**src/sv/fru_div_cell.sv**
```systemverilog
// fru_div_cell: one restoring division step, registered
// compares the remainder with the divisor shifted by SHIFT; no package use
`timescale 1ns / 1ps
module fru_div_cell #(
  parameter int REM_W = 8,
  parameter int DEN_W = 8,
  parameter int Q_W   = 8,
  parameter int SHIFT = 0,
  parameter int PAY_W = 1
) (
  input  logic             clk,
  input  logic             rst,
  input  logic             en,
  input  logic             in_valid,
  input  logic [REM_W-1:0] rem_in,
  input  logic [DEN_W-1:0] den_in,
  input  logic [Q_W-1:0]   q_in,
  input  logic [PAY_W-1:0] pay_in,
  output logic             out_valid,
  output logic [REM_W-1:0] rem_out,
  output logic [DEN_W-1:0] den_out,
  output logic [Q_W-1:0]   q_out,
  output logic [PAY_W-1:0] pay_out
);

  localparam int CMP_W = (REM_W > DEN_W + SHIFT) ? REM_W : DEN_W + SHIFT;

  logic [CMP_W-1:0] rem_ext;
  logic [CMP_W-1:0] den_sh;
  logic [CMP_W-1:0] diff;
  logic             fits;

  assign rem_ext = CMP_W'(rem_in);
  assign den_sh  = CMP_W'(den_in) << SHIFT;
  assign fits    = rem_ext >= den_sh;
  assign diff    = rem_ext - den_sh;

  always_ff @(posedge clk) begin
    if (rst) begin
      out_valid <= 1'b0;
    end else if (en) begin
      out_valid <= in_valid;
    end
  end

  always_ff @(posedge clk) begin
    if (en) begin
      rem_out <= fits ? REM_W'(diff) : rem_in;
      den_out <= den_in;
      q_out   <= Q_W'({q_in, fits});
      pay_out <= pay_in;
    end
  end

endmodule

```
**config.mk**
```make
export PLATFORM = sky130hd
export DESIGN_NAME = fru_div_cell
export DESIGN_NICKNAME = d
export VERILOG_FILES = /design/src/sv/fru_div_cell.sv
export SDC_FILE = /design/constraint.sdc
export NUM_CORES = 1
export LEC_CHECK = 0
export ABC_AREA = 0
export BUFFER_PORTS_ARGS = -buffer_cell sky130_fd_sc_hd__buf_2
export CAP_MARGIN = 20
export CORE_UTILIZATION = 47
export CTS_BUF_LIST = sky130_fd_sc_hd__clkbuf_16
export CTS_CLUSTER_SIZE = 10
export DETAILED_ROUTE_END_ITERATION = 8
export PLACE_DENSITY_LB_ADDON = 0.2
export SYNTH_ARGS = -nofsm -noshare
export SYNTH_HDL_FRONTEND = slang
export SYNTH_SLANG_ARGS = --single-unit
export TNS_END_PERCENT = 20
```
**constraint.sdc**
```tcl
create_clock -name clk -period 2.6 [get_ports clk]
set_input_delay 0.26 -clock clk [delete_from_list [all_inputs] [get_ports clk]]
set_output_delay 0.26 -clock clk [all_outputs]
set_load 0.005 [all_outputs]
```
* After elaboration in Yosys (flattened, before gate mapping)
Cells that the tools add are included.
W data, S select, Z words.
** Storage, ports and cells
- Output and inout port bits :: 26
- Register bits after elaboration :: 26
- Logic and storage cells :: 8
- Latch bits :: 0
- Memory bits (read-only) :: 0
- Memories :: 0
- Memory bits (writable) :: 0
- Input bits :: 29
** Operators by class
- Divide/modulo/power cells :: 0
- Equality and inequality tests :: 0
- Add/subtract/negate cells :: 1
- Order comparisons :: 1
- Shift-type cells :: 0
- Reduce and logical (&&, ||, !) cells :: 0
- Multipliers :: 0
- Multiplexer cells :: 1
- Bitwise gates (word level) :: 0
** Operator list (count)
- $ge A8 B8 Y1 :: 1
- $mux W8 :: 1
- $sub A8 B8 Y8 :: 1

* Logic depth before layout (Yosys ltp)
- Depth after elaboration :: 2
- Mapped depth :: 8
- Gate-level depth less buffers :: 8

* Worst setup path before layout
OpenSTA, ideal clock, no wires.
- Path kind :: input port to flip-flop
- Start point :: input rem_in[0]
- End point :: register rem_out[2], data pin
- Cell stages on the path :: 8
- Data required time :: 2.340 ns
- Path buffers :: 0
- Library setup time :: 0.260 ns
- Slack :: 0.354 ns
- Data arrival time :: 1.987 ns
- Cell sequence :: inv_1 > ha_1 > fa_1 > nand2b_1 > a21oi_4 > o221ai_2 > a22oi_4 > mux2_2
** On the way
- Word-level cells in the longest chain between the ends :: 2
- Elaborated cells on any way between the ends :: 3
- Those cells by class :: 1 x add/sub; 1 x order compare; 1 x mux
** Ends and longest elaborated chain
- from (decl) :: RTL line 15 : input logic [REM_W-1:0] rem_in,
- $ge A8 B8 Y1 :: RTL line 35 : assign fits = rem_ext >= den_sh;
- net fits :: RTL line 31 : logic fits;
- $mux W8 :: RTL line 48 : rem_out <= fits ? REM_W'(diff) : rem_in;
- to (signal assigned) :: RTL line 48
- to (decl) :: RTL line 20 : output logic [REM_W-1:0] rem_out,
The timed path passes the listed nets, and every way through them passes these cells.
A chain may end at the register's enable or synchronous reset.

* Worst setup path after layout
Ends and elaborated chain as after synthesis.

==> flow_summary.json <==
{
  "avgSynthCellArea_um2": 14.0,
  "slew_violations": 0,
  "ys_seq_area_share_pct": 59.8,
  "p_clk_share_pct": 31.7,
  "cts_buffers": 3,
  "p_sw_share_pct": 22.5,
  "dieArea_mm2": 0.00296,
  "syn_area_mm2": 0.00129,
  "io_pins": 55,
  "cp.required_ns": 2.61,
  "synth_top_cell_by_area": "edfxtp_1",
  "min_period_ns": 2.19,
  "p_switching_w": 0.000238,
  "drt_wl_total_mm": 2.28,
  "slew_headroom_pct": 61.1,
  "synth_warnings": 0,
  "p_leak_nw": 0.756,
  "insertion_delay_ns": 0.26,
  "finClkSkew_ns": 0,
  "worstMarginPinSlew_ns": 0.583,
  "combPwrFrac_pct": 19.4,
  "arrival_ns": 2.20,
  "cts_hold_buffers": 0,
  "drc_errors": 0,
  "cpMaxStageDelayCell": "fa_1",
  "synth_top_area_share_pct": 58.3,
  "status": "finished, final reports clean",
  "intPower_w": 0.000818,
  "start_kind": "primary input",
  "endpoint_kind": "flip-flop",
  "grt_max_degree": 27,
  "synthFlopType": "edfxtp_1",
  "syn-num-nets": 130,
  "max_freq_mhz": 457,
  "fill_cells": 207,
  "dp_slack_ns": 0.130,
  "hpwl_mm": 1.71,
  "drive_gt1_share_pct": 44.7,
  "postSynthCellCount": 92,
  "viasPerCell": 5.17,
  "ctsResizeCount": 0,
  "critPathMaxStageDelay_ns": 0.41,
  "areaGrowthSynthToFinish_pct": 30.2,
  "grt_pass1_vias": 844,
  "dr.first_iter.drc_count": 24,
  "placed_area_mm2": 0.00160,
  "async_reset_ff_share_pct": 0,
  "path_clk_slew_ns": 0.06,
  "grt-ovfl-total": 0,
  "avgRoutedWirePerCell_um": 12.7,
  "synth-seq-cells": 26,
  "die_h_um": 54.4,
  "core-area_mm2": 0.00254,
  "hold_class": "primary input to flip-flop",
  "design_area_mm2": 0.00168,
  "fin_crit_sh_pct": 84.1,
  "rsz0062_at_grt": "false",
  "grt_pass1_wl_mm": 3.48,
  "final_antenna_net_count": 0,
  "row_count": 18,
  "antennaDiodeCount": 0,
  "start_util_pct": 50.6,
  "path_cells": "buf_2 > inv_1 > ha_1 > fa_1 > nand2b_1 > a21oi_4 > o221ai_2 > a22oi_4 > mux2_2",
  "ys_types": 30,
  "crit_type": "primary input to flip-flop",
  "synth.area.top_cells": "edfxtp_1, ha_1, mux2_2, inv_1, mux2i_1",
  "hold_viol": 0,
  "place_congestion": 0.763,
  "die_x_um": 54.4,
  "path_max_fanout": 7,
  "finalSetupViolCount": 0,
  "ir_worst_vdd_uv": 541,
  "whs_path_depth": 2,
  "cts_tree": "done",
  "h-tree-depth": 1,
  "final_nets": 189,
  "cap_violations": 0,
  "via_count": 931,
  "p_per_area_mw_per_mm2": 629,
  "postCtsSetupRepairBufs": 0,
  "clock-sinks": 26,
  "final.setup.tns_ns": 0,
  "dr.pass1.iters": 4,
  "antenna_found_initial": 0,
  "io_buffers": 53,
  "cts-root-buf": "clkbuf_16",
  "final_util_pct": 65.9,
  "ctsLongestPathBuffers": 2,
  "seq_power_share_pct": 48.9,
  "synth_edf_count": 25,
  "reg2reg_depth": 2,
  "grt.total_usage_pct": 17.2,
  "timing.final.ws_setup_ns": 0.413
}
## flip-flops by register name, summed over array words and instances (netlist names)
signal and cells:
pay_out 1, den_out 8, rem_out 8, q_out 8, out_valid 1
## synthesized netlist by cell type, drive strengths merged (2+ instances only)
library cell and count:
nand2b 3, mux2i 3, edfxtp 25, o21a 2, mux2 5, nand3 2, a21oi 5, nor2 6
xnor2 2, ha 8, o21ai 2, inv 11, nor2b 2
## power groups by stage
stage | logic (W) | clock network [W] | registers [W]
after CTS | 0.000208 | 0.000347 | 0.000516
after floorplan | 0.000110 | 0 | 0.000533
after detailed placement | 0.000207 | 0 | 0.000525
final | 0.000205 | 0.000334 | 0.000516
after global routing | 0.000229 | 0.000362 | 0.000521
after global placement | 0.000200 | 0 | 0.000524
## path summary, 6_finish.rpt
| kind | startpoint | to | slack (ns) |
|---|---|---|---|
| min reg2reg | out_valid$_SDFFE_PP0P_ | out_valid$_SDFFE_PP0P_ | 0.51 |
| max reg2reg | out_valid$_SDFFE_PP0P_ | out_valid$_SDFFE_PP0P_ | 2.00 |
| max | rem_in[0] | rem_out[2]$_DFFE_PP_ | 0.41 |
| min | rst | out_valid$_SDFFE_PP0P_ | 0.15 |
## layer usage
layer / up-vias / wire (µm) / GRT usage, % / part of all wire, %
met3: 5 / 189 / 4.72 / 8.3
li1: 462 / - / - / -
met2: 41 / 1170 / 29.3 / 51
met1: 423 / 885 / 19.4 / 39
met4: 0 / 40 / 8.97 / 1.8
met5: - / 0 / 0 / 0
## final cells by class
cell class              instances  area (µm²)  area share, %
repair buffers                 54         273           16.3
inverters                      11        41.3           2.46
clock buffers                   3        75.1           4.47
clock inverters                 1        3.75          0.224
flip-flops and latches         26         771           45.9
well taps                      30        37.5           2.24
multi-input cells              55         477           28.4
## cell usage in the layout (no fill, tap or decap), types with 2 or more instances in the layout
cell type  instances
clkbuf_16          3
edfxtp_1          25
nor2_1             6
mux2i_1            3
a21oi_1            4
nor2b_1            2
o21ai_0            2
xnor2_1            2
nand2b_1           3
inv_1             11
o21a_1             2
mux2_2             5
buf_2             53
nand3_1            2
ha_1               8
## logic make-up after synthesis
group,synth area share (%)
adders and majority gates,9.32
AOI/OAI and AO/OA,12.2
buffers and inverters,3.20
DFF,59.8
and+or+nand+nor,6.70
xor gates and xnor gates,2.04
muxes,6.70
## worst max-delay path, delay by kind of cell
family	cells	cell delay (ns)
AOI/OAI and AO/OA	3	0.62
adders and majority gates	2	0.63
buffers and inverters	2	0.11
muxes	1	0.37
and+or+nand+nor	1	0.20
## per-stage QoR
| step | std cells | power (W) | hold WS, ns |
|---|---|---|---|
| after floorplan | 92 | 0.000643 | 0.332 |
| after global placement | 176 | 0.000724 | 0.417 |
| after detailed placement | 176 | 0.000731 | 0.418 |
| after CTS | 180 | 0.00107 | 0.145 |
| after global routing | 180 | 0.00111 | 0.152 |
| final | 180 | 0.00106 | 0.149 |
Note: power is estimated with default switching activity, not from simulation.
