### config.mk
export PLATFORM = sky130hd
export DESIGN_NAME = fru_sqrt_cell
export DESIGN_NICKNAME = d
export VERILOG_FILES = /design/src/sv/fru_sqrt_cell.sv
export SDC_FILE = /design/constraint.sdc
export NUM_CORES = 1
export LEC_CHECK = 0
export ABC_AREA = 1
export BUFFER_PORTS_ARGS = -buffer_cell sky130_fd_sc_hd__buf_2
export CAP_MARGIN = 40
export CELL_PAD_IN_SITES_DETAIL_PLACEMENT = 1
export CELL_PAD_IN_SITES_GLOBAL_PLACEMENT = 1
export CORE_MARGIN = 5
export CORE_UTILIZATION = 30
export CTS_BUF_LIST = sky130_fd_sc_hd__clkbuf_8
export CTS_CLUSTER_SIZE = 30
export DETAILED_ROUTE_END_ITERATION = 7
export PLACE_DENSITY_LB_ADDON = 0.1
export SETUP_SLACK_MARGIN = 0.15
export SKIP_CTS_REPAIR_TIMING = 1
export SYNTH_ARGS = -nofsm -noshare
export SYNTH_HDL_FRONTEND = slang
export SYNTH_SLANG_ARGS = --single-unit
### constraint.sdc
create_clock -name clk -period 4.2 [get_ports clk]
set_clock_uncertainty 0.1 [all_clocks]
set_input_delay 1.26 -clock clk [delete_from_list [all_inputs] [get_ports clk]]
set_output_delay 1.26 -clock clk [all_outputs]
set_load 0.01 [all_outputs]
### src/sv/fru_sqrt_cell.sv
// fru_sqrt_cell: one digit step of the bitwise integer square root, registered
// trial bit is 4^K; no package use
`timescale 1ns / 1ps
module fru_sqrt_cell #(
  parameter int SW    = 9,
  parameter int K     = 0,
  parameter int PAY_W = 1
) (
  input  logic             clk,
  input  logic             rst,
  input  logic             en,
  input  logic             in_valid,
  input  logic [SW-1:0]    v_in,
  input  logic [SW-1:0]    r_in,
  input  logic [PAY_W-1:0] pay_in,
  output logic             out_valid,
  output logic [SW-1:0]    v_out,
  output logic [SW-1:0]    r_out,
  output logic [PAY_W-1:0] pay_out
);

  logic [SW-1:0] bit_val;
  logic [SW:0]   trial;
  logic          fits;

  assign bit_val = SW'(1) << (2 * K);
  assign trial   = (SW + 1)'(r_in) + (SW + 1)'(bit_val);
  assign fits    = (SW + 1)'(v_in) >= trial;

  always_ff @(posedge clk) begin
    if (rst) begin
      out_valid <= 1'b0;
    end else if (en) begin
      out_valid <= in_valid;
    end
  end

  always_ff @(posedge clk) begin
    if (en) begin
      v_out   <= fits ? SW'((SW + 1)'(v_in) - trial) : v_in;
      r_out   <= fits ? (r_in >> 1) + bit_val : r_in >> 1;
      pay_out <= pay_in;
    end
  end

endmodule

# Word level (Yosys, flattened, before mapping)
# Index checks and enable logic that the tools add are counted.
[classes]
multipliers = 0
shifts = 0
n_lt_le_gt_ge = 1
reduce_logical = 0
eq_ne = 0
mux = 2
addsub = 3
bitwise_logic = 0
n_div = 0
[op_table]
columns = ["operator", "count"]
rows = [
  ["$add A9 B1 Y10 const B", 1],
  ["$ge A9 B10 Y1", 1],
  ["$add A8 B1 Y9 const B", 1],
  ["$mux W9", 1],
  ["$sub A9 B9 Y9", 1],
  ["$mux W8", 1],
]
[totals]
rom_bits = 0
in_bits = 23
latch_bits = 0
reg_bits = 20
wordCells = 11
mem_count = 0
output_inout_bits = 20
ram_bits = 0

# Depth between registers and ports, before layout
# Gate-level depths: netlist (run 1).
[logic_depth]
depth_word = 3
ltp_mapped = 15
depth_no_buf = 14

# Worst setup path before layout (run 1)
# No wires, ideal clock.
[synth_path]
path_type = "input-to-reg"
start = "in r_in[1]"
end = "reg r_out[3] (data pin)"
path_buffers = 1
path_slack_ns = 0.812
setup_time_ns = 0.252
required_time_ns = 3.848
t_arrival_ns = 3.036
path_stages = 14
cell_sequence = "ha_1 nand3_2 nor2_4 nand2_1 xor2_1 ha_1 nand2_1 nor2_1 a21oi_4 nand2_8 nand2_4 buf_6 nand2_1 nand2_1"
[synth_via]
elab_chain_cells = 3
elab_cells_between_ends = 4
cone_classes = "add/sub (2); order compare (1); mux (1)"
[synth_rtl]
columns = ["element", "line_no", "source"]
rows = [
  ["from (decl)", "14", "input logic [SW-1:0] r_in,"],
  ["$add A9 B1 Y10", "27", "assign trial = (SW + 1)'(r_in) + (SW + 1)'(bit_val);"],
  ["$ge A9 B10 Y1", "28", "assign fits = (SW + 1)'(v_in) >= trial;"],
  ["$mux W8 (*)", "41", "r_out <= fits ? (r_in >> 1) + bit_val : r_in >> 1;"],
  ["to (signal assigned)", "41", ""],
  ["to (decl)", "18", "output logic [SW-1:0] r_out,"],
]
# Every way passes the cells marked *; elsewhere a longest branch is shown, timed or not.
# A chain may end at the register's enable or synchronous reset.

# Worst setup path in the final report (run 1)
[layout_path]
start = "in r_in[2]"
end = "reg v_out[2] (data pin)"
[layout_via]
elab_chain_cells = 3
elab_cells_between_ends = 4
cone_classes = "add/sub (2); order compare (1); mux (1)"
[layout_rtl]
columns = ["element", "line_no", "source"]
rows = [
  ["$add A9 B1 Y10 (*)", "27", ""],
  ["$sub A9 B9 Y9 / $ge A9 B10 Y1 (equally long branches)", "40, 28", ""],
  ["$mux W9 (*)", "40", "v_out <= fits ? SW'((SW + 1)'(v_in) - trial) : v_in;"],
  ["to (signal assigned)", "40", ""],
  ["to (decl)", "17", "output logic [SW-1:0] v_out,"],
]
# Marked as above.

==> flow_metrics.py, run 1 <==
metrics = {
    "critical_path": {
        "cpMostUsedCell": "nand2_1",
        "crit_chain": "buf_2 > ha_1 > nand3_2 > nor2_4 > nand2_1 > xor2_1 > ha_1 > nand2_1 > nor2_1 > a21oi_4 > nand2_8 > nand2_4 > nand2_1 > nand2_1",
        "crit_path_max_fanout": 19,
        "rr_worst_depth": 2,
        "arrival_ns": 3.50,
        "regToRegSetupSlack_ns": 3.52,
        "r2r_end": "out_valid$_SDFFE_PP0P_",
        "critPathCaptureType": "flop",
        "slowest_delay_ns": 0.34,
        "critPathKind": "primary input to flop",
        "crit_slowest_cell": "ha_1",
        "cp.required_ns": 4.12,
        "r2r_start": "out_valid$_SDFFE_PP0P_",
        "start_kind": "primary input",
    },
    "finish": {
        "diodes": 0,
        "final_cell_mix": "nand2_1, buf_2, nand3_1, inv_1, edfxtp_1",
        "nets": 287,
        "final_util_pct": 36.3,
        "layout_commonest_cell": "nand2_1",
        "fillers": 715,
        "area.growth.synth_to_final_pct": 19.1,
        "drive_above_1_share_pct": 21.5,
        "final-instance-count-excl-fill": 323,
    },
    "place": {
        "dpl.hpwl_um": 3580,
        "port-buffer-count": 42,
        "place_inst": 319,
        "gp_congestion": 0.769,
    },
    "synthesis": {
        "syn_inst": 211,
        "ys_ff_latch": 20,
        "synth.distinct_cells": 25,
        "synth_top_family_by_area": "simple AND/OR/NAND/NOR gates",
        "synth_xor_area_share_pct": 7.98,
        "synth.top_cells.by_area": "edfxtp_1, nand2_1, ha_1",
        "syn_area_per_cell_um2": 7.80,
        "synth_warnings": 0,
        "syn_area_um2": 1650,
        "synth_fa_ha_area_share_pct": 9.58,
        "syn_nets": 246,
        "synth_area_leader_cell": "edfxtp_1",
        "synthMuxAreaShare_pct": 0.608,
        "yosysSeqAreaShare_pct": 35.9,
        "synth_compound_area_share_pct": 3.19,
        "synth_top_area_share_pct": 34.7,
        "synth-simple-area-share_pct": 35.0,
    },
    "sta": {
        "tightest_slew_ns": 0.555,
        "fmax_ghz": 0.279,
        "fin_crit_sh_pct": 85.2,
        "finalMaxSlewViolations": 0,
        "finalHoldViolCount": 0,
        "setup_violations": 0,
        "fin_crit_ns": 3.58,
        "rsz0062_at_grt": "no",
        "maxSlewHeadroom_pct": 62.9,
        "finalSetupTns_ns": 0,
    },
    "power_and_ir_drop": {
        "irDropWorstVdd_uv": 111,
        "p_leak_nw": 1.00,
        "finalPower_uw": 631,
        "powerDensity_nw_per_um2": 322,
    },
    "route": {
        "routed_wl_um": 4370,
        "final_antenna_net_count": 0,
        "via_per_inst": 4.45,
        "drc": 0,
        "firstDrtPassIters": 4,
        "vias": 1438,
        "wire_per_inst_um": 13.5,
        "drt_iter0_markers": 54,
    },
    "cts": {
        "numClockSinks": 20,
        "clkTransAtPathRegs_ns": 0.08,
        "cts_made_buffers": 3,
        "cts_tree": "done",
        "cts-root-buf": "clkbuf_8",
        "clk_latency_ns": 0.26,
        "h-tree-depth": 1,
        "cts_buffer_depth": 2,
    },
    "global_route": {
        "grt_pass1_wl_um": 7380,
        "grt_pass1_vias": 1516,
        "grt_overflow": 0,
        "track_usage_pct": 12.9,
        "antenna_found_initial": 0,
        "grt_max_degree": 21,
    },
    "floorplan": {
        "die_w_um": 84.1,
        "rows": 27,
        "die_y_um": 84.1,
        "coreArea_um2": 5410,
        "dieArea_um2": 7070,
        "io_pins": 43,
        "start_util_pct": 30.4,
    },
    "worst_hold_path": {
        "min_to": "out_valid$_SDFFE_PP0P_",
        "hp-class": "flop to flop",
        "whs_path_depth": 2,
        "hold_start": "out_valid$_SDFFE_PP0P_",
    },
    "flow_run": {
        "maxCapViolCount": 0,
    },
    "run_status": {
        "outcome": "complete, no violations",
    },
}
## cell families (layout without fill, tap and decap cells)
family / Yosys count / after routing
compound gates: 6 / 6
simple gates: 128 / 128
buf+inv: 29 / 69
mux: 1 / 1
xor+xnor: 15 / 15
fa+ha+maj: 12 / 12
flops: 20 / 20
## flip-flops by register name, summed over array words and instances (netlist names)
| register | cells |
|---|---|
| out_valid | 1 |
| pay_out | 1 |
| r_out | 9 |
| v_out | 9 |
## worst max-delay path by stage
stage | startpoint | to | slack, ns | cells past startpoint
floorplan | r_in[1] | r_out[3]$_DFFE_PP_ | 0.81 | 14
global placement | r_in[2] | v_out[2]$_DFFE_PP_ | 0.36 | 14
detailed placement | r_in[2] | v_out[2]$_DFFE_PP_ | 0.32 | 14
CTS | r_in[2] | v_out[2]$_DFFE_PP_ | 0.59 | 14
global route | r_in[2] | v_out[8]$_DFFE_PP_ | 0.40 | 14
finish | r_in[2] | v_out[2]$_DFFE_PP_ | 0.62 | 14
## layout make-up
cell class | instances | area [µm²] | area share, %
clock buffers | 4 | 55.1 | 2.81
flip-flops and latches | 20 | 591 | 30.1
repair buffers | 42 | 210 | 10.7
inverters | 23 | 86.3 | 4.41
multi-input cells | 162 | 927 | 47.3
well taps | 72 | 90.1 | 4.60
## cells in the mapped netlist (all sizes together)
library cell,n
nand2,84
nand3,26
inv,23
edfxtp,19
nor2,13
xor2,13
ha,11
a21oi,5
buf,5
nand3b,2
nand4,2
xnor2,2
clkbuf,1
dfxtp,1
fa,1
mux2i,1
nor3,1
o21ai,1
## through the flow
step	cell area, µm²	hold WS [ns]	setup slack (ns)
6_report	1960	0.404	0.622
4_1_cts	1960	0.409	0.586
3_3_place_gp	1900	0.375	0.365
3_5_place_dp	1900	0.390	0.317
5_1_grt	1960	0.436	0.395
2_1_floorplan	1650	0.428	0.812
## worst max-delay path, delay by kind of cell
kind / cells / cell delay (ns)
simple gates: 9 / 1.23
fa+ha+maj: 2 / 0.58
compound gates: 1 / 0.12
buf+inv: 1 / 0.14
xor+xnor: 1 / 0.16
## routing by layer
| metal | wire length (µm) | track usage, % |
|---|---|---|
| met1 | 2110 | 16.5 |
| met2 | 2110 | 22.6 |
| met3 | 111 | 1.78 |
| met4 | 35 | 3.07 |
| met5 | 0 | 0 |
## where the power goes
group	total [mW]	internal (mW)	switching (mW)
sequential	0.257	0.251	0.00539
combinational	0.224	0.0819	0.142
clock	0.151	0.0835	0.0672
Note: power is estimated with default switching activity, not from simulation.
==> run 2, diff against run 1 <==
Settings changed: ABC_AREA 1 to unset.
==> run 2 against run 1 <==
Against the previous run: sequential share of layout area is 3.2 points higher; cell area shrank 9.5%; largest power group unchanged; utilization grew 1.5 points; via count fell by 22%; global-route usage is 0.80 points lower; clock power up 4%; register-to-register slack barely moved; critical path depth fell by 2; sequential power down 2%; critical endpoint is now v_out[1]$_DFFE_PP_; setup slack worse by 0.20 ns.
==> flow_metrics.py, run 2 <==
metrics = {
    "finish": {
        "reg_top3": "r_out: 9 flops, v_out: 9 flops",
        "fillers": 537,
        "final_util_pct": 37.8,
        "area.growth.synth_to_final_pct": 22.8,
        "drive_above_1_share_pct": 35.7,
        "layout_commonest_cell": "buf_2",
        "diodes": 0,
        "design_area_um2": 1770,
        "final_cell_mix": "buf_2, edfxtp_1, xor2_1, nand2_1, ha_1",
        "nets": 207,
    },
    "critical_path": {
        "critPathCaptureType": "flop",
        "arrival_ns": 3.71,
        "r2r_start": "out_valid$_SDFFE_PP0P_",
        "crit_chain": "buf_2 > ha_1 > nand4_1 > nor2_1 > xnor2_1 > ha_1 > nand2_1 > a211oi_2 > nor3_4 > nor2_2 > buf_4 > mux2_2",
        "crit_path_max_fanout": 8,
        "start_kind": "primary input",
        "cp.required_ns": 4.13,
        "critPathKind": "primary input to flop",
        "cpMostUsedCell": "ha_1",
        "crit_slowest_cell": "ha_1",
        "slowest_delay_ns": 0.36,
        "cp-startpoint": "r_in[1]",
    },
    "synthesis": {
        "syn_inst": 125,
        "ys_top_cells_by_count": "edfxtp_1, xor2_1, ha_1, nand2_1, mux2_4",
        "synth.top_cells.by_area": "edfxtp_1, ha_1, xor2_1",
        "synth_warnings": 0,
        "yosysMostFrequentCell": "edfxtp_1",
        "synth.distinct_cells": 40,
        "synth_edf_count": 19,
        "syn_nets": 160,
        "yosysSeqAreaShare_pct": 40.9,
        "synth_area_leader_cell": "edfxtp_1",
        "syn_area_um2": 1440,
        "synth-async-reset-ratio_pct": 0,
        "synth_top_area_share_pct": 39.5,
        "ys_ff_latch": 20,
        "ys.flop_type": "edfxtp_1",
        "syn_area_per_cell_um2": 11.6,
    },
    "power_and_ir_drop": {
        "finalPower_uw": 604,
        "irDropWorstVdd_uv": 105,
        "powerDensity_nw_per_um2": 340,
        "p_leak_nw": 0.765,
    },
    "global_route": {
        "track_usage_pct": 12.1,
        "grt_overflow": 0,
        "antenna_found_initial": 0,
        "grt_pass1_wl_um": 5940,
        "grt_max_degree": 21,
        "grt_pass1_vias": 1210,
    },
    "route": {
        "firstDrtPassIters": 4,
        "vias": 1117,
        "drc": 0,
        "drt_iter0_markers": 34,
        "routed_wl_um": 3610,
        "final_antenna_net_count": 0,
        "wire_per_inst_um": 16.0,
        "via_per_inst": 4.96,
    },
    "floorplan": {
        "die_y_um": 79.4,
        "rows": 25,
        "dieArea_um2": 6300,
        "io_pins": 43,
        "die_w_um": 79.4,
        "coreArea_um2": 4690,
        "start_util_pct": 30.8,
    },
    "sta": {
        "fmax_ghz": 0.264,
        "maxSlewHeadroom_pct": 64.3,
        "rsz0062_at_grt": "no",
        "finalMaxSlewViolations": 0,
        "tightest_slew_ns": 0.536,
        "setup_violations": 0,
        "fin_crit_sh_pct": 90.0,
        "finalSetupTns_ns": 0,
        "finalHoldViolCount": 0,
        "fin_crit_ns": 3.78,
    },
    "worst_hold_path": {
        "hp-class": "flop to flop",
        "hold_start": "out_valid$_SDFFE_PP0P_",
    },
    "place": {
        "dpl.hpwl_um": 2780,
        "postPlaceCellArea_um2": 1720,
        "port-buffer-count": 42,
        "gp_congestion": 0.823,
    },
    "cts": {
        "clk_latency_ns": 0.27,
        "numClockSinks": 20,
        "cts_made_buffers": 3,
        "h-tree-depth": 1,
        "cts-root-buf": "clkbuf_8",
        "clkTransAtPathRegs_ns": 0.09,
        "cts_tree": "done",
        "cts_buffer_depth": 2,
    },
    "flow_run": {
        "maxCapViolCount": 0,
    },
    "run_status": {
        "outcome": "complete, no violations",
    },
}
==> run 2: worst paths after layout <==
check / to / slack, ns / depth (start not counted)
max: v_out[1]$_DFFE_PP_ / 0.42 / 12
min: out_valid$_SDFFE_PP0P_ / 0.39 / 2
max reg2reg: out_valid$_SDFFE_PP0P_ / 3.52 / 2
min reg2reg: out_valid$_SDFFE_PP0P_ / 0.39 / 2
==> run 2: layout make-up <==
cell class                 count  area [µm²]  area share, %
inverter                       5        18.8           1.06
timing repair buffer          44         225           12.7
tap                           54        67.6           3.81
clock buffer                   4        55.1           3.11
sequential                    20         591           33.3
multi-input combinational     98         816           46.0
==> run 2: logic make-up after synthesis <==
logic type      after synthesis  synth area share [%]
compound gates               17                  9.10
xor+xnor                     19                  11.5
fa+ha+maj                    12                  10.9
buf+inv                       7                  2.60
flops                        20                  40.9
mux                          11                  10.2
simple gates                 39                  14.7
==> run 2: critical path: cells and delay by family <==
| family | cells | cell delay, ns |
|---|---|---|
| buffers and inverters | 2 | 0.37 |
| AO/OA/AOI/OAI | 1 | 0.36 |
| multiplexers | 1 | 0.35 |
| AND/OR/NAND/NOR | 5 | 0.68 |
| XOR/XNOR | 1 | 0.09 |
| adder cells (fa/ha/maj) | 2 | 0.60 |
==> run 2: power breakdown <==
| group | internal [mW] | switching (mW) | total [mW] |
|---|---|---|---|
| Sequential | 0.248 | 0.00452 | 0.252 |
| Clock | 0.0837 | 0.0729 | 0.157 |
| Combinational | 0.0903 | 0.104 | 0.195 |
==> run 2: layer usage <==
layer / wire [µm] / track usage (%) / vias to the layer above / share of wire [%]
li1: - / - / 557 / -
met1: 1820 / 16.4 / 527 / 50
met2: 1560 / 18.6 / 28 / 43
met3: 186 / 3.05 / 5 / 5.2
met4: 42 / 3.95 / 0 / 1.2
met5: 0 / 0 / - / 0
==> run 2: stage by stage <==
step	worst slack, ns	instances	hold WS, ns
global route	0.221	225	0.430
CTS	0.371	225	0.400
global placement	0.0752	221	0.369
floorplan	0.579	125	0.428
finish	0.418	225	0.393
detailed placement	0.101	221	0.379
==> run 3, diff against run 2 <==
Settings changed: CELL_PAD_IN_SITES_DETAIL_PLACEMENT 1 to unset, CELL_PAD_IN_SITES_GLOBAL_PLACEMENT 1 to unset, PLACE_DENSITY_LB_ADDON 0.1 to unset.
==> run 3 against run 2 <==
Against the previous run: global-route usage shrank 2.3 points; clock-buffer cell count did not move; first-iteration DRC count grew 130%; total power is 2.1% lower; combinational power down 3%; highest routed layer unchanged; sequential power is essentially flat; sequential share of layout area stayed put; non-clock buffer count is the same; critical endpoint is now v_out[5]$_DFFE_PP_; maximum frequency rose by 2.2%; critical path depth unchanged; largest power group unchanged; critical path type unchanged.
==> flow_metrics.py, run 3 (synthesis results as in run 2) <==
metrics = {
    "power_and_ir_drop": {
        "powerDensity_nw_per_um2": 333,
        "p_leak_nw": 0.765,
        "irDropWorstVdd_uv": 131,
    },
    "cts": {
        "cts_made_buffers": 3,
        "clk_latency_ns": 0.27,
        "numClockSinks": 20,
        "cts_buffer_depth": 2,
        "h-tree-depth": 1,
        "cts_tree": "done",
        "cts-root-buf": "clkbuf_8",
        "clkTransAtPathRegs_ns": 0.08,
    },
    "critical_path": {
        "crit_slowest_cell": "a211oi_2",
        "rr_worst_depth": 2,
        "cpLargestDelayFamily": "simple AND/OR/NAND/NOR gates",
        "cp-startpoint": "r_in[1]",
        "critPathKind": "primary input to flop",
        "start_kind": "primary input",
        "critPathCaptureType": "flop",
        "r2r_start": "out_valid$_SDFFE_PP0P_",
        "regToRegSetupSlack_ns": 3.52,
        "slowest_delay_ns": 0.38,
        "cpMostUsedCell": "ha_1",
        "arrival_ns": 3.62,
        "crit_chain": "buf_2 > ha_1 > nand4_1 > nor2_1 > xnor2_1 > ha_1 > nand2_1 > a211oi_2 > nor3_4 > nor2_2 > buf_4 > mux2_4",
        "path_buf_inv": 2,
        "crit_path_max_fanout": 7,
        "cp.required_ns": 4.11,
        "r2r_end": "out_valid$_SDFFE_PP0P_",
    },
    "floorplan": {
        "io_pins": 43,
        "die_y_um": 79.4,
        "coreArea_um2": 4690,
        "dieArea_um2": 6300,
        "die_w_um": 79.4,
        "rows": 25,
        "start_util_pct": 30.8,
    },
    "worst_hold_path": {
        "min_to": "out_valid$_SDFFE_PP0P_",
        "hold_start": "out_valid$_SDFFE_PP0P_",
        "whs_path_depth": 2,
        "hp-class": "flop to flop",
    },
    "sta": {
        "rsz0062_at_grt": "no",
        "finalMaxSlewViolations": 0,
        "setup_violations": 0,
        "tightest_slew_ns": 0.454,
        "fin_crit_ns": 3.70,
        "maxSlewHeadroom_pct": 69.7,
        "fmax_ghz": 0.270,
        "fin_crit_sh_pct": 88.1,
        "finalHoldViolCount": 0,
        "finalSetupTns_ns": 0,
    },
    "global_route": {
        "grt_pass1_wl_um": 4680,
        "track_usage_pct": 9.80,
        "antenna_found_initial": 0,
        "grt_max_degree": 21,
        "grt_pass1_vias": 1033,
        "grt_overflow": 0,
    },
    "route": {
        "drt_iter0_markers": 77,
        "routed_wl_um": 3010,
        "drc": 0,
        "wire_per_inst_um": 13.4,
        "vias": 1099,
        "firstDrtPassIters": 4,
        "via_per_inst": 4.88,
        "final_antenna_net_count": 0,
    },
    "finish": {
        "drive_above_1_share_pct": 35.7,
        "fillers": 459,
        "reg_top3": "r_out: 9 flops, v_out: 9 flops",
        "diodes": 0,
        "final-instance-count-excl-fill": 225,
        "layout_commonest_cell": "buf_2",
        "nets": 207,
        "final_cell_mix": "buf_2, edfxtp_1, xor2_1, nand2_1, ha_1",
        "area.growth.synth_to_final_pct": 22.8,
    },
    "place": {
        "dpl.hpwl_um": 2470,
        "gp_congestion": 0.885,
        "place_inst": 221,
        "port-buffer-count": 42,
    },
    "run_status": {
        "outcome": "complete, no violations",
    },
    "flow_run": {
        "maxCapViolCount": 0,
    },
}
[run 3: worst max-delay path by stage]
stage | cells past startpoint | to
CTS | 11 | r_out[6]$_DFFE_PP_
global route | 12 | v_out[5]$_DFFE_PP_
floorplan | 11 | r_out[1]$_DFFE_PP_
detailed placement | 11 | r_out[6]$_DFFE_PP_
finish | 12 | v_out[5]$_DFFE_PP_
global placement | 12 | v_out[3]$_DFFE_PP_
[run 3: area by class of cell]
type | count | area [µm²] | share of cell area, %
clock buffer | 4 | 55.1 | 3.11
inverter | 5 | 18.8 | 1.06
multi-input combinational | 98 | 816 | 46.0
sequential | 20 | 591 | 33.3
tap | 54 | 67.6 | 3.81
timing repair buffer | 44 | 225 | 12.7
[run 3: stage by stage]
stage | total power, mW | instance area (µm²) | hold slack (ns) | setup slack, ns | utilization (%)
floorplan | 0.387 | 1440 | 0.428 | 0.579 | -
global placement | 0.448 | 1720 | 0.381 | 0.212 | 36.6
detailed placement | 0.448 | 1720 | 0.394 | 0.212 | 36.6
CTS | 0.596 | 1770 | 0.414 | 0.488 | 37.8
global route | 0.626 | 1770 | 0.469 | 0.307 | 37.8
finish | 0.591 | 1770 | 0.411 | 0.498 | 37.8
[run 3: worst reg2reg max path, cell delays in order (launching register included)]
cell and delay (ns):
dfxtp_1 0.31, mux2i_1 0.12, nor2_1 0.05
[run 3: per-layer routing]
layer / track usage (%) / share of wire (%) / vias up
li1: - / - / 557
met1: 12.0 / 43 / 493
met2: 15.5 / 48 / 44
met3: 1.92 / 6.5 / 5
met4: 6.70 / 2.7 / 0
met5: 0 / 0 / -
[run 3: report_power, final]
part	internal, mW	switching, mW	total [mW]	leakage, nW
Clock	0.0836	0.0654	0.149	0.0288
Sequential	0.248	0.00418	0.252	0.194
Combinational	0.0902	0.0995	0.190	0.542
